--- src/cqs_pkg.sv ---
`timescale 1ns / 1ps
// ----------------------------------------------------------------------------
// cqs_pkg
// Shared types and constants of the circular queue with search.
// ----------------------------------------------------------------------------
package cqs_pkg;

  localparam int DEPTH  = 32;
  localparam int PTR_W  = (DEPTH > 1) ? $clog2(DEPTH) : 1;
  localparam int OCC_W  = $clog2(DEPTH + 1);
  localparam int WORD_W = 32;
  localparam int SLOT_W = 6;

  typedef logic [PTR_W-1:0]  ptr_t;
  typedef logic [OCC_W-1:0]  occ_t;
  typedef logic [WORD_W-1:0] word_t;
  typedef logic [SLOT_W-1:0] slot_t;

  typedef enum logic [1:0] {
    MODE_INSERT = 2'd0,
    MODE_SEARCH = 2'd1,
    MODE_DELETE = 2'd2
  } mode_t;

  typedef enum logic [2:0] {
    ST_INSERTED  = 3'd0,
    ST_OVERFLOW  = 3'd1,
    ST_DELETED   = 3'd2,
    ST_UNDERFLOW = 3'd3,
    ST_SEARCH    = 3'd4
  } status_t;

  typedef enum logic [2:0] {
    CD_INSERTED  = 3'd0,
    CD_OVERFLOW  = 3'd1,
    CD_DELETED   = 3'd2,
    CD_UNDERFLOW = 3'd3,
    CD_FOUND     = 3'd4,
    CD_NOT_FOUND = 3'd5
  } code_t;

  typedef enum logic [1:0] {
    S_IDLE,
    S_DEL_RD,
    S_SEARCH
  } state_t;

  function automatic ptr_t ptr_inc(input ptr_t p);
    ptr_t r;
    if (p == PTR_W'(DEPTH - 1)) begin
      r = '0;
    end else begin
      r = p + ptr_t'(1);
    end
    return r;
  endfunction

endpackage

--- src/circular_queue_with_search_core.sv ---
`timescale 1ns / 1ps
// ----------------------------------------------------------------------------
// circular_queue_with_search_core
// Circular FIFO of 32-bit words in a synchronous RAM, with insert, delete and
// a search walk that reports every matching slot.
// ----------------------------------------------------------------------------
//  channel | direction | handshake            | payload
//  in      | input     | in_valid / in_ready  | in_mode, in_value
//  out     | output    | out_valid / out_ready| out_status, out_code,
//          |           |                      | out_data_out, out_slot, out_last
//
//  insert, overflow and underflow: result registered when the request
//  is accepted; delete: the head entry is read from RAM, then the result is
//  loaded from S_DEL_RD; search: one RAM read per entry, each compared with
//  the key, and an empty queue goes straight to not found for the entry
//  reset clears pointers, occupancy and control; RAM contents are not cleared
//  a full output stalls the search walk at a due result and blocks new requests
// ----------------------------------------------------------------------------
module circular_queue_with_search_core (
  input  logic                 clk,
  input  logic                 rst_n,
  input  logic                 in_valid,
  output logic                 in_ready,
  input  logic [1:0]           in_mode,
  input  logic signed [31:0]   in_value,
  output logic                 out_valid,
  input  logic                 out_ready,
  output logic [2:0]           out_status,
  output logic [2:0]           out_code,
  output logic signed [31:0]   out_data_out,
  output logic [5:0]           out_slot,
  output logic                 out_last
);
  import cqs_pkg::*;

  word_t  mem [DEPTH];
  word_t  rdata_r;
  logic   we;
  ptr_t   waddr;
  logic   re;
  ptr_t   raddr;

  state_t state_r, state_nxt;
  ptr_t   head_r, head_nxt;
  ptr_t   tail_r, tail_nxt;
  occ_t   occ_r, occ_nxt;
  word_t  key_r, key_nxt;
  ptr_t   ptr_r, ptr_nxt;
  occ_t   issued_r, issued_nxt;
  logic   cmp_v_r, cmp_v_nxt;
  slot_t  cmp_slot_r, cmp_slot_nxt;
  logic   pend_v_r, pend_v_nxt;
  slot_t  pend_slot_r, pend_slot_nxt;

  logic   out_valid_r, out_valid_nxt;
  logic [2:0] status_r, status_nxt;
  logic [2:0] code_r, code_nxt;
  word_t  data_r, data_nxt;
  slot_t  slot_r, slot_nxt;
  logic   last_r, last_nxt;

  logic   out_free;
  logic   load;
  logic   match;
  logic   accept;

  always_ff @(posedge clk) begin
    if (we) begin
      mem[waddr] <= key_nxt;
    end
    if (re) begin
      rdata_r <= mem[raddr];
    end
  end

  assign out_free = !out_valid_r || out_ready;
  assign match    = cmp_v_r && (rdata_r == key_r);
  assign accept   = in_valid && in_ready;

  always_comb begin
    state_nxt     = state_r;
    head_nxt      = head_r;
    tail_nxt      = tail_r;
    occ_nxt       = occ_r;
    key_nxt       = key_r;
    ptr_nxt       = ptr_r;
    issued_nxt    = issued_r;
    cmp_v_nxt     = cmp_v_r;
    cmp_slot_nxt  = cmp_slot_r;
    pend_v_nxt    = pend_v_r;
    pend_slot_nxt = pend_slot_r;
    in_ready      = 1'b0;
    we            = 1'b0;
    waddr         = tail_r;
    re            = 1'b0;
    raddr         = head_r;
    load          = 1'b0;
    status_nxt    = status_r;
    code_nxt      = code_r;
    data_nxt      = '0;
    slot_nxt      = '0;
    last_nxt      = 1'b1;

    unique case (state_r)
      S_IDLE: begin
        in_ready = out_free;
        if (accept) begin
          case (in_mode)
            MODE_INSERT: begin
              load = 1'b1;
              if (occ_r == OCC_W'(DEPTH)) begin
                status_nxt = ST_OVERFLOW;
                code_nxt   = CD_OVERFLOW;
              end else begin
                key_nxt    = word_t'(in_value);
                we         = 1'b1;
                tail_nxt   = ptr_inc(tail_r);
                occ_nxt    = occ_r + occ_t'(1);
                status_nxt = ST_INSERTED;
                code_nxt   = CD_INSERTED;
              end
            end
            MODE_DELETE: begin
              if (occ_r == '0) begin
                load       = 1'b1;
                status_nxt = ST_UNDERFLOW;
                code_nxt   = CD_UNDERFLOW;
              end else begin
                re        = 1'b1;
                head_nxt  = ptr_inc(head_r);
                occ_nxt   = occ_r - occ_t'(1);
                state_nxt = S_DEL_RD;
              end
            end
            MODE_SEARCH: begin
              key_nxt    = word_t'(in_value);
              ptr_nxt    = head_r;
              issued_nxt = '0;
              cmp_v_nxt  = 1'b0;
              pend_v_nxt = 1'b0;
              state_nxt  = S_SEARCH;
            end
            default: begin
            end
          endcase
        end
      end

      S_DEL_RD: begin
        if (out_free) begin
          load       = 1'b1;
          status_nxt = ST_DELETED;
          code_nxt   = CD_DELETED;
          data_nxt   = rdata_r;
          state_nxt  = S_IDLE;
        end
      end

      S_SEARCH: begin
        status_nxt = ST_SEARCH;
        code_nxt   = CD_FOUND;
        if (!cmp_v_r && (issued_r == occ_r)) begin
          // walk done: flush pending match as final, or report not found
          if (out_free) begin
            load      = 1'b1;
            state_nxt = S_IDLE;
            if (pend_v_r) begin
              slot_nxt = pend_slot_r;
            end else begin
              code_nxt = CD_NOT_FOUND;
            end
          end
        end else if (!(match && pend_v_r && !out_free)) begin
          if (match) begin
            if (pend_v_r) begin
              load     = 1'b1;
              slot_nxt = pend_slot_r;
              last_nxt = 1'b0;
            end
            pend_v_nxt    = 1'b1;
            pend_slot_nxt = cmp_slot_r;
          end
          if (issued_r != occ_r) begin
            re           = 1'b1;
            raddr        = ptr_r;
            ptr_nxt      = ptr_inc(ptr_r);
            issued_nxt   = issued_r + occ_t'(1);
            cmp_v_nxt    = 1'b1;
            cmp_slot_nxt = SLOT_W'(ptr_r) + slot_t'(1);
          end else begin
            cmp_v_nxt = 1'b0;
          end
        end
      end

      default: begin
        state_nxt = S_IDLE;
      end
    endcase

    if (load) begin
      out_valid_nxt = 1'b1;
    end else if (out_ready) begin
      out_valid_nxt = 1'b0;
    end else begin
      out_valid_nxt = out_valid_r;
    end
  end

  always_ff @(posedge clk) begin
    if (!rst_n) begin
      state_r     <= S_IDLE;
      head_r      <= '0;
      tail_r      <= '0;
      occ_r       <= '0;
      ptr_r       <= '0;
      issued_r    <= '0;
      cmp_v_r     <= 1'b0;
      pend_v_r    <= 1'b0;
      out_valid_r <= 1'b0;
    end else begin
      state_r     <= state_nxt;
      head_r      <= head_nxt;
      tail_r      <= tail_nxt;
      occ_r       <= occ_nxt;
      ptr_r       <= ptr_nxt;
      issued_r    <= issued_nxt;
      cmp_v_r     <= cmp_v_nxt;
      pend_v_r    <= pend_v_nxt;
      out_valid_r <= out_valid_nxt;
    end
  end

  always_ff @(posedge clk) begin
    key_r       <= key_nxt;
    cmp_slot_r  <= cmp_slot_nxt;
    pend_slot_r <= pend_slot_nxt;
    if (load) begin
      status_r <= status_nxt;
      code_r   <= code_nxt;
      data_r   <= data_nxt;
      slot_r   <= slot_nxt;
      last_r   <= last_nxt;
    end
  end

  assign out_valid    = out_valid_r;
  assign out_status   = status_r;
  assign out_code     = code_r;
  assign out_data_out = $signed(data_r);
  assign out_slot     = slot_r;
  assign out_last     = last_r;

endmodule

--- config.mk ---
export PLATFORM = sky130hd
export DESIGN_NAME = circular_queue_with_search_core
export DESIGN_NICKNAME = d
export VERILOG_FILES = /design/src/cqs_pkg.sv /design/src/circular_queue_with_search_core.sv
export SDC_FILE = /design/constraint.sdc
export NUM_CORES = 1
export LEC_CHECK = 0
export BUFFER_PORTS_ARGS = -buffer_cell sky130_fd_sc_hd__buf_4
export CAP_MARGIN = 20
export CORE_MARGIN = 3
export CORE_UTILIZATION = 55
export DETAILED_ROUTE_END_ITERATION = 8
export PLACE_DENSITY_LB_ADDON = 0.08
export SLEW_MARGIN = 20
export SYNTH_ARGS = -nofsm -noshare
export SYNTH_HDL_FRONTEND = slang
export SYNTH_SLANG_ARGS = --single-unit
--- constraint.sdc ---
create_clock -name clk -period 5.9 [get_ports clk]
set_input_delay 0 -clock clk [delete_from_list [all_inputs] [get_ports clk]]
set_output_delay 0 -clock clk [all_outputs]
set_load 0.03 [all_outputs]
# == Word level (Yosys, flattened, before mapping) ==
# Memory sizes are Yosys's and may differ from the RTL's. A register that Yosys moved wholly into a read port is not among the register bits.
# Index checks and enable logic that the tools add are counted.
# Widths: inputs -> output; s select.
# classes
n_eq_ne,25
add_sub_neg,7
n_bitwise,6
n_reduce_logical,28
n_mux,82
# op_table
operator,count
$mux 32,3
$mux 6,12
$pmux 32 s2,1
$mux 5,12
$mux 1,34
$eq 32x32->1,1
$pmux 6 s2,2
$reduce_and 4->1,5
$ne 2x2->1 const B,9
$pmux 3 s3,2
$reduce_and 6->1,3
$add 5x1->5 const B,3
$eq 5x5->1 const B,3
$add 6x1->6 const B,2
$pmux 5 s2,1
$reduce_and 5->1,2
$mux 3,3
$mux 2,4
$pmux 1 s2,4
$add 5x1->6 const B,1
$eq 6x6->1,1
$eq 6x6->1 const B,1
$logic_not 6->1,1
$ne 3x1->1 const B,2
other kinds (19),36
# totals
ff_bits,121
ramBits,1024
inputBits,38
memories,1
wordCells,166
output_inout_bits,47
# mem_list
memory,depth,width,read_ports,rd_ports_with_merged_regs,write_ports,line,source
mem,32,32,1,1,1,circular_queue_with_search_core.sv:36,word_t mem [DEPTH];

# == Longest topological paths before layout ==
# Gate-level depths: netlist (run 1).
# logic_depth
ltp_word,8
ltp_mapped,13
mapped_depth_nobuf,12

# == Worst setup path after synthesis (run 1) ==
# No wires, ideal clock.
# synth_timing
path_type,flip-flop to flip-flop
from,"register rdata_r[24], read port of mem"
to,"register code_r[0], in the netlist out_code[0] (enable)"
path_buffers,0
setup_slack_ns,0.858
stages_incl_launch_ff,10
synth_period_minus_slack_ns,5.042
required_ns,5.586
setup_time_ns,0.314
arrival_ns,4.728
cell_sequence,edfxtp_1 -> xor2_1 -> or4_1 -> or4_1 -> nor4_1 -> nand2_1 -> a21oi_1 -> o21ai_0 -> a21oi_1 -> and3_1
# synth_via
elab_chain_cells,8
word_cells_on_any_way,9
classes_between,1 x eq/ne; 4 x mux; 4 x reduce/logical
# synth_lines
element,line,source
"start, declared",circular_queue_with_search_core.sv:37,word_t rdata_r;
$eq 32x32->1 *,circular_queue_with_search_core.sv:77,assign match = cmp_v_r && (rdata_r == key_r);
$logic_and 1x1->1 *,circular_queue_with_search_core.sv:77,
$logic_and 1x1->1 (2 in a row),circular_queue_with_search_core.sv:173,end else if (!(match && pend_v_r && !out_free)) begin
$mux 1 *,circular_queue_with_search_core.sv:173,
$mux 1 *,circular_queue_with_search_core.sv:162,if (!cmp_v_r && (issued_r == occ_r)) begin
$pmux 1 s3 *,circular_queue_with_search_core.sv:104,unique case (state_r)
via load,circular_queue_with_search_core.sv:63,logic load;
$reduce_and 6->1 (no line) *,n/a,
"end signal, assigned",circular_queue_with_search_core.sv:240,code_r <= code_nxt;
"end, declared",circular_queue_with_search_core.sv:57,"logic [2:0] code_r, code_nxt;"
# Mark *: on every way through the listed nets, which the timed path passes. The rest lies on a longest branch.
# A chain may end at the register's enable or synchronous reset.

# == Worst setup path in the final report (run 1) ==
# layout_timing
from,"register rdata_r[1], read port of mem"
to,"register rdata_r[13], read port of mem (data pin)"
# layout_via
elab_chain_cells,7
word_cells_on_any_way,10
classes_between,1 x eq/ne; 6 x mux; 3 x reduce/logical
# layout_lines
element,line
$eq 32x32->1 *,circular_queue_with_search_core.sv:77
$logic_and 1x1->1 *,circular_queue_with_search_core.sv:77
$logic_and 1x1->1 * (2 in a row),circular_queue_with_search_core.sv:173
$mux 1 or $mux 5 (tied branches),circular_queue_with_search_core.sv:173
$mux 1 or $mux 5 (tied branches),circular_queue_with_search_core.sv:162
$pmux 1 s2 or $mux 5 (tied branches),circular_queue_with_search_core.sv:104
# Mark *: on every way between the ends. The rest lies on a longest branch, timed or not.

==> metrics.md, run 1 <==
| Metric | Value |
|---|---|
| Setup clock skew after layout | `0.0237 ns` |
| Via count of the first global-routing pass | `25.0k` |
| Final worst path period need | `around 5 ns` |
| Synthesis-stage register bit count | `around 1.2k` |
| Static Leak | `20.4 nW` |
| Global placement routability congestion | `0.824` |
| Drt via density | `6.47` |
| Iter 0 DRT Violations | `~3.5k` |
| Total wire length | `129,000 µm` |
| Hold Fails Final Rpt | `0` |
| Starting density of the core | `55.8%` |
| Layout cell share with drive strength beyond 1 | `15.4%` |
| Stages on worst setup path | `11` |
| CP Data Required Time | `6.33 ns` |
| Startpoint-to-endpoint class of the critical path | `reg -> reg` |
| Number of sinks on the clock net | `1,175` |
| Final #Nets | `2,866` |
| Number of hold buffers added after CTS | `12` |
| Post-route DRC | `0` |
| Mapped cell area | `0.0461 mm²` |
| Resized cells post-CTS | `0` |
| First-pass detailed-route iteration total | `6` |
| Slew margin rel. | `roughly a third` |
| Max-cap violations | `0` |
| Instance count after placement with tap cells included | `3,749` |
| Multiplexer area fraction after synthesis | `roughly an eighth` |
| Post-synthesis compound-gate area fraction | `5.67%` |
| Critical-path top delay cell | `sky130_fd_sc_hd__nor3_1` |
| Class of the tightest hold or removal check | `in -> reg` |
| Placement Rows | `105` |
| Critical Path Source Type | `register` |
| Clock input transition at the sequential cells of the worst setup and hold paths | `roughly 0.060 ns` |
| RSZ-0062 raised after global routing | `false` |
| Instance count along the most critical hold path | `2` |
| Run status | `finished, final reports clean` |
| H-tree depth | `3` |
| Worst-case reg-to-reg path depth | `11` |
| CTS Buf Count | `116` |
| Post-DRT Antenna Nets | `0` |
| Combined buffer and inverter count along the critical path | `2` |
| Clock Root Buffer | `sky130_fd_sc_hd__clkbuf_16` |
| Final setup viols | `0` |
| Post-CTS Repair Setup Buffers | `0` |
| Fin. max-slew vios | `0` |
| Post-route non-filler standard cell count | `between 3k and 4k` |
| Pwr per Cell Area | `379 mW/mm²` |
| Share of synthesized cell area in full adder, half adder and majority cells | `less than 1%` |
| Final Total Pwr | `20.0 mW` |
| Ordered list of cells on the worst path | `xnor2_1, nand4_1, nor3_1, a311o_1, and3_4, buf_4, buf_12, mux2i_1, a22oi_1, nand4_1, nor2_1` |
| CP delay by family, top | `simple AND/OR/NAND/NOR gates` |
| Final routed wire length divided by cell count | `around 32 µm` |
| Xor/xnor share of the synthesized area | `0.968%` |
| Largest stage delay on the critical path | `~0.82 ns` |
| Die Width | `roughly 300 µm` |
| Period Utilization, post-route | `86.4%` |
| Number of synthesized flops with an enable pin | `1,111` |
| Number of antenna violations at the first check in global routing | `5` |
| Vertical die dimension | `slightly below 300 µm` |
| Most frequent cells in the layout | `sky130_fd_sc_hd__edfxtp_1, sky130_fd_sc_hd__mux2i_1, sky130_fd_sc_hd__a22oi_1, sky130_fd_sc_hd__buf_4, sky130_fd_sc_hd__clkbuf_16` |
| Worst skew pair latency | `slightly below 0.7 ns` |
| Largest family of logic cells by synthesized area | `multiplexers` |
| Primary FF master, synth | `sky130_fd_sc_hd__edfxtp_1` |
| Final cell utilization of the core | `a little under two thirds` |
| Most common cell after layout, fill and taps aside | `sky130_fd_sc_hd__edfxtp_1` |
| Cell type with the highest occurrence count on the critical path | `sky130_fd_sc_hd__nand4_1` |
| First-pass GRT wire length | `183,000 µm` |
| GRT Residual Overflow | `0` |
| Vias | `25.7k` |
| TritonCTS clock tree | `done` |
| Count of cell types in the netlist | `54` |
| Number of primary I/O pins | `85` |
| Buffer depth of the longest clock path | `3` |
| Signal arrival time at the worst endpoint | `5.53 ns` |
| Post-detailed-placement half-perimeter wirelength | `74,100 µm` |
| IO Port Bufs | `84` |
| Worst-path fanout max | `between 40 and 50` |
| Number of instances in the synthesized netlist | `2,632` |
| Total Negative Setup Slacks | `0 ns` |
| Worst-margin pin slew | `1.00 ns` |
| Die footprint | `0.0874 mm²` |
| Peak Freq | `~200 MHz` |
| Maximum number of pins on one net before global-route repair | `81` |
| Area of the core region | `approximately 0.083 mm²` |
| Worst hold slack | `~0.015 ns` |
| Area growth from synthesis to layout | `14.2%` |
| Count of synthesis-stage warnings from yosys | `0` |
| Fraction of the yosys area taken by sequential cells | `75.1%` |
| Average footprint of a synthesized cell | `17.5 µm²` |
| Maximum ir drop on the vdd rail | `0.000352 V` |
| Sort of element at the end of the critical path | `register` |
| Synth Area in Simple Gates | `4.03%` |
| Global-route usage over all layers | `29.7%` |
| Fraction of synthesis flops using an asynchronous set or reset pin | `0%` |
| Post-Synthesis Net Count | `around 2.7k` |
==> sequential cells by signal, summed over array words and instances (netlist names) <==
register	count
out_data_out	32
out_status	3
ptr_r	5
tail_r	5
issued_r	6
pend_v_r	1
out_slot	6
cmp_v_r	1
occ_r	6
rdata_r	32
out_code	1
mem	1024
pend_slot_r	6
key_r	32
out_valid	1
head_r	5
cmp_slot_r	6
state_r	2
out_last	1
==> worst register-to-register path: cells and delay by family, from the launching register on <==
| family | cells | cell delay [ns] |
|---|---|---|
| mux | 1 | 0.54 |
| compound gates | 2 | 0.52 |
| flops | 1 | 0.45 |
| buf+inv | 2 | 0.67 |
| simple gates | 5 | 1.94 |
| xor+xnor | 1 | 0.74 |
==> cell usage after synthesis, types with 3 or more instances <==
master	count	area [µm²]
sky130_fd_sc_hd__edfxtp_1	1111	33400
sky130_fd_sc_hd__mux2i_1	519	5190
sky130_fd_sc_hd__a22oi_1	257	1930
sky130_fd_sc_hd__nor2_1	92	345
sky130_fd_sc_hd__clkbuf_1	85	319
sky130_fd_sc_hd__nand4_1	70	438
sky130_fd_sc_hd__dfxtp_1	64	1280
sky130_fd_sc_hd__nand2_1	45	169
sky130_fd_sc_hd__and3_1	39	244
sky130_fd_sc_hd__mux2_2	33	372
sky130_fd_sc_hd__buf_2	31	155
sky130_fd_sc_hd__xnor2_1	28	245
sky130_fd_sc_hd__nand3_1	25	125
sky130_fd_sc_hd__xor2_1	23	201
sky130_fd_sc_hd__ha_1	18	225
sky130_fd_sc_hd__a21oi_1	17	85.1
sky130_fd_sc_hd__inv_1	17	63.8
sky130_fd_sc_hd__nor2b_1	15	93.8
sky130_fd_sc_hd__and2_1	11	68.8
sky130_fd_sc_hd__buf_6	11	124
sky130_fd_sc_hd__nor3_1	11	55.1
sky130_fd_sc_hd__o21ai_0	11	55.1
sky130_fd_sc_hd__nand2b_1	10	62.6
sky130_fd_sc_hd__nor4_1	10	62.6
sky130_fd_sc_hd__a21boi_0	8	60.1
sky130_fd_sc_hd__o31ai_4	8	170
sky130_fd_sc_hd__buf_4	7	52.6
sky130_fd_sc_hd__or4_1	7	52.6
sky130_fd_sc_hd__nor3b_1	5	37.5
sky130_fd_sc_hd__o41ai_4	5	138
sky130_fd_sc_hd__o21bai_1	4	30.0
sky130_fd_sc_hd__or3_1	4	25.0
sky130_fd_sc_hd__a32oi_1	3	26.3
sky130_fd_sc_hd__nand3b_1	3	22.5
==> metrics by stage <==
step                setup WS (ns)  cell area [µm²]
global route                0.859            52700
detailed placement           1.03            48800
CTS                          1.01            52700
floorplan                   0.858            46100
finish                      0.801            52700
global placement             1.01            48700
==> logic make-up after synthesis <==
kind of cell	Yosys count
multiplexers	552
adder cells (fa/ha/maj)	19
XOR/XNOR	51
buffers and inverters	155
AND/OR/NAND/NOR	352
AO/OA/AOI/OAI	328
flip-flops	1175
==> report_power, final <==
group | leakage [nW] | switching [mW] | total (mW) | internal, mW
combinational | 7.99 | 1.77 | 2.31 | 0.545
clock | 1.86 | 3.06 | 7.24 | 4.18
sequential | 10.5 | 0.151 | 10.4 | 10.3
==> cell type report <==
| class | instances | area, µm² |
|---|---|---|
| Tap cell | 1070 | 1340 |
| Timing Repair Buffer | 196 | 1800 |
| Inverter | 18 | 72.6 |
| Clock buffer | 164 | 3370 |
| Fill cell | 5686 | 29900 |
| Sequential cell | 1175 | 34600 |
| Clock inverter | 54 | 415 |
| Multi-Input combinational cell | 1302 | 11000 |
| Antenna cell | 1 | 2.50 |
==> layer usage <==
metal	track usage, %	part of all wire (%)	vias to the layer above
li1	-	-	10900
met1	42.4	40	13200
met2	46.6	47	1390
met3	5.63	9.4	290
met4	9.97	3.7	4
met5	0	0.021	-
==> final timing paths <==
path,from,end,slack [ns]
min,in_value[7],key_r[7],0.01
max,rdata_r[1],rdata_r[13],0.80
max reg2reg,rdata_r[1],rdata_r[13],0.80
min reg2reg,cmp_slot_r[3],pend_slot_r[3],0.42
No activity file was read; power rests on OpenSTA's default activity.
==> inputs of run 2 (changes only) <==
--- a/config.mk
+++ b/config.mk
@@ -5,6 +5,7 @@
 export SDC_FILE = /design/constraint.sdc
 export NUM_CORES = 1
 export LEC_CHECK = 0
+export ABC_AREA = 1
 export BUFFER_PORTS_ARGS = -buffer_cell sky130_fd_sc_hd__buf_4
 export CAP_MARGIN = 20
 export CORE_MARGIN = 3
==> metrics.md, run 2 <==
| Metric | Value |
|---|---|
| Top post-synthesis cells by count | `sky130_fd_sc_hd__nand3_1, sky130_fd_sc_hd__inv_1, sky130_fd_sc_hd__edfxtp_1` |
| Setup clock skew after layout | `0.0229 ns (-0.000812 ns)` |
| Total inserted antenna cells | `0 (-1)` |
| Starting density of the core | `56.0% (+0.18 points)` |
| Post-route non-filler standard cell count | `6,518 (+64%)` |
| Final Total Pwr | `23.4 mW (+17%)` |
| Startpoint-to-endpoint class of the critical path | `reg -> reg` |
| Vertical die dimension | `313 µm (+5.9%)` |
| Final routed wire length divided by cell count | `23.7 µm (-27%)` |
| Maximum number of pins on one net before global-route repair | `139 (+72%)` |
| Area share of the largest cell type after synthesis | `64.4% (-7.9 points)` |
| Global-route usage over all layers | `31.4% (+1.7 points)` |
| Post-route DRC | `0 (unchanged)` |
| First-pass detailed-route iteration total | `6 (unchanged)` |
| Worst skew pair latency | `0.71 ns (+0.02 ns)` |
| CP Data Required Time | `6.26 ns (-0.07 ns)` |
| Number of sinks on the clock net | `1,175 (unchanged)` |
| Hold Fails Final Rpt | `0 (unchanged)` |
| Area of the core region | `0.0925 mm² (+12%)` |
| Maximum ir drop on the vdd rail | `0.000305 V (-13%)` |
| Library cell occupying the most area in the post-synthesis netlist | `sky130_fd_sc_hd__edfxtp_1` |
| Fraction of synthesis flops using an asynchronous set or reset pin | `0% (unchanged)` |
| Period Utilization, post-route | `76.4% (-10 points)` |
| Area growth from synthesis to layout | `12.5%` |
| Number of primary I/O pins | `85 (unchanged)` |
| Total wire length | `155,000 µm (+20%)` |
| TritonCTS clock tree | `done` |
| Clock Root Buffer | `sky130_fd_sc_hd__clkbuf_16` |
| Critical Path End | `rdata_r[31]` |
| CTS Buf Count | `121 (+4.3%)` |
| Register ranked first by flip-flop count | `mem` |
| H-tree depth | `3 (unchanged)` |
| Fin. max-slew vios | `0 (unchanged)` |
| Buffer depth of the longest clock path | `3 (unchanged)` |
| Post-CTS Repair Setup Buffers | `0 (unchanged)` |
| First-pass GRT wire length | `226,000 µm (+24%)` |
| Class of the tightest hold or removal check | `in -> reg` |
| Drt via density | `5.59 (-14%)` |
| Cell types with the largest area share after synthesis | `sky130_fd_sc_hd__edfxtp_1, sky130_fd_sc_hd__nand3_1, sky130_fd_sc_hd__inv_1` |
| Slew margin rel. | `28.3% (-4.8 points)` |
| Placement Cell Area | `0.0543 mm² (+11%)` |
| Sort of element at the end of the critical path | `register` |
| Placement Rows | `111 (+5.7%)` |
| Number of hold buffers added after CTS | `24 (+12)` |
| Final #Nets | `5,235 (+83%)` |
| Average footprint of a synthesized cell | `10.2 µm² (-42%)` |
| Vias | `36.5k (+42%)` |
| Die footprint | `0.0979 mm² (+12%)` |
| Fraction of the yosys area taken by sequential cells | `66.9% (-8.2 points)` |
| Final worst path period need | `4.51 ns (-0.592 ns)` |
| Pwr per Cell Area | `402 mW/mm² (+6.0%)` |
| Run status | `finished, final reports clean` |
| Peak Freq | `222 MHz (+13%)` |
| CP Launch Point | `rdata_r[6]` |
| Critical Path Source Type | `register` |
| Worst reg2reg endpoint | `rdata_r[31]` |
| Resized cells post-CTS | `0 (unchanged)` |
| Post-detailed-placement half-perimeter wirelength | `83,600 µm (+13%)` |
| Number of instances in the synthesized netlist | `5,096 (+94%)` |
| Primary FF master, synth | `sky130_fd_sc_hd__edfxtp_1` |
| Via count of the first global-routing pass | `33.9k (+35%)` |
| Mapped cell area | `0.0518 mm² (+12%)` |
| Total Negative Setup Slacks | `0 ns (unchanged)` |
| Layout cell share with drive strength beyond 1 | `8.53% (-6.9 points)` |
| RSZ-0062 raised after global routing | `false` |
| Instance count after placement with tap cells included | `6,274 (+67%)` |
| Static Leak | `24.8 nW (+21%)` |
| Slack of the worst reg-to-reg path | `1.39 ns (+0.59 ns)` |
| Post-route design area | `0.0583 mm² (+11%)` |
| Final cell utilization of the core | `63.0% (-0.77 points)` |
| Global placement routability congestion | `0.864 (+4.9%)` |
| Worst reg2reg path startpoint | `rdata_r[6]` |
| Die Width | `313 µm (+5.9%)` |
| Number of synthesized flops with an enable pin | `1,111 (unchanged)` |
| Iter 0 DRT Violations | `4,448 (+29%)` |
| Max FFs per register | `1,024 (unchanged)` |
| Library cell with the highest instance count after synthesis | `sky130_fd_sc_hd__nand3_1` |
| Synthesis-stage register bit count | `1,175 (unchanged)` |
| GRT Residual Overflow | `0 (unchanged)` |
| Count of cell types in the netlist | `44 (-19%)` |
| Clock input transition at the sequential cells of the worst setup and hold paths | `0.07 ns (about the same)` |
| Signal arrival time at the worst endpoint | `4.87 ns (-0.66 ns)` |
| Worst-case reg-to-reg path depth | `19 (+8)` |
| Number of antenna violations at the first check in global routing | `1 (-4)` |
| IO Port Bufs | `84 (unchanged)` |
| Max-cap violations | `0 (unchanged)` |
| Instance count along the most critical hold path | `4 (+2)` |
| Worst-margin pin slew | `1.08 ns (+0.0740 ns)` |
| Post-DRT Antenna Nets | `0 (unchanged)` |
| Count of synthesis-stage warnings from yosys | `0 (unchanged)` |
| Worst-path fanout max | `69 (+64%)` |
| Final setup viols | `0 (unchanged)` |
| Most common cell after layout, fill and taps aside | `sky130_fd_sc_hd__nand3_1` |
| Post-Synthesis Net Count | `5,153 (+92%)` |
| Most frequent cells in the layout | `sky130_fd_sc_hd__nand3_1, sky130_fd_sc_hd__inv_1, sky130_fd_sc_hd__edfxtp_1, sky130_fd_sc_hd__nand2_1, sky130_fd_sc_hd__buf_4` |
## run 2: cell types whose count changed in the layout (fill, tap and decap cells not counted), moves of 30 or more
cell | before | now
sky130_fd_sc_hd__nand3_1 | 25 | 1150
sky130_fd_sc_hd__inv_1 | 17 | 1115
sky130_fd_sc_hd__nand2_1 | 44 | 1082
sky130_fd_sc_hd__mux2i_1 | 519 | 0
sky130_fd_sc_hd__a22oi_1 | 257 | 0
sky130_fd_sc_hd__nand4_1 | 70 | 5
sky130_fd_sc_hd__and3_1 | 38 | 1
sky130_fd_sc_hd__nor2_1 | 59 | 89
## run 2: layout make-up
| cell class | count | area, µm² |
|---|---|---|
| sequential | 1175 | 34600 |
| fill | 7467 | 34200 |
| multi-input combinational | 2541 | 12100 |
| inverter | 1128 | 4240 |
| clock buffer | 155 | 3210 |
| timing repair buffer | 211 | 2010 |
| tap | 1243 | 1560 |
| clock inverter | 65 | 524 |
## run 2: cell families (layout without fill, tap and decap cells)
kind of cell             Yosys count  count (layout)  share of synthesized area (%)
XOR/XNOR                          14              14                          0.237
AO/OA/AOI/OAI                    103             103                           1.09
buffers and inverters           1380            1559                           10.7
flip-flops                      1175            1175                           66.9
multiplexers                       9               9                          0.196
AND/OR/NAND/NOR                 2396            2396                           20.4
adder cells (fa/ha/maj)           19              19                          0.473
## run 2: stage by stage
step,worst slack [ns],hold WS (ns)
after global routing,1.16,0.0216
after floorplan,1.67,0.272
after global placement,1.53,0.311
final,1.39,0.0283
after detailed placement,1.48,0.320
after CTS,1.46,0.000592
## run 2: power breakdown
part,switching [mW],internal (mW)
combinational,3.97,1.24
sequential,0.203,10.7
clock,3.21,4.12
total,7.38,16.0
## run 2: worst max-delay path: stages, from the launching register on
cell                       delay [ns]
sky130_fd_sc_hd__edfxtp_1        0.48
sky130_fd_sc_hd__nand2_1         0.13
sky130_fd_sc_hd__nand2_1         0.05
sky130_fd_sc_hd__nor2_1          0.22
sky130_fd_sc_hd__nand2_1         0.09
sky130_fd_sc_hd__nor2_1          0.12
sky130_fd_sc_hd__nand2_1         0.13
sky130_fd_sc_hd__nor2_2          0.15
sky130_fd_sc_hd__nand4_4         0.17
sky130_fd_sc_hd__nand2_2         0.40
sky130_fd_sc_hd__nand2_8         0.30
sky130_fd_sc_hd__nand2_8         0.51
sky130_fd_sc_hd__buf_4           0.43
sky130_fd_sc_hd__nand2_1         0.09
sky130_fd_sc_hd__nand3_1         0.10
sky130_fd_sc_hd__nand3_1         0.09
sky130_fd_sc_hd__nand3_1         0.13
sky130_fd_sc_hd__nand2_1         0.08
sky130_fd_sc_hd__nand2_1         0.08
sky130_fd_sc_hd__nand2_1         0.27
## run 2: per-layer routing
layer	wire length (µm)	global-route usage, %
met5	8	0
met4	6770	12.0
met3	14000	4.95
met2	72200	50.5
met1	61600	43.3
## run 2: how the worst min path moves through the flow
stage                             from   endpoint  slack (ns)
after floorplan             in_mode[0]   occ_r[0]        0.27
final                     in_value[23]  key_r[23]        0.03
after global routing      in_value[23]  key_r[23]        0.02
after CTS                 in_value[23]  key_r[23]      0.0006
after global placement     in_value[3]   key_r[3]        0.31
after detailed placement   in_value[3]   key_r[3]        0.32
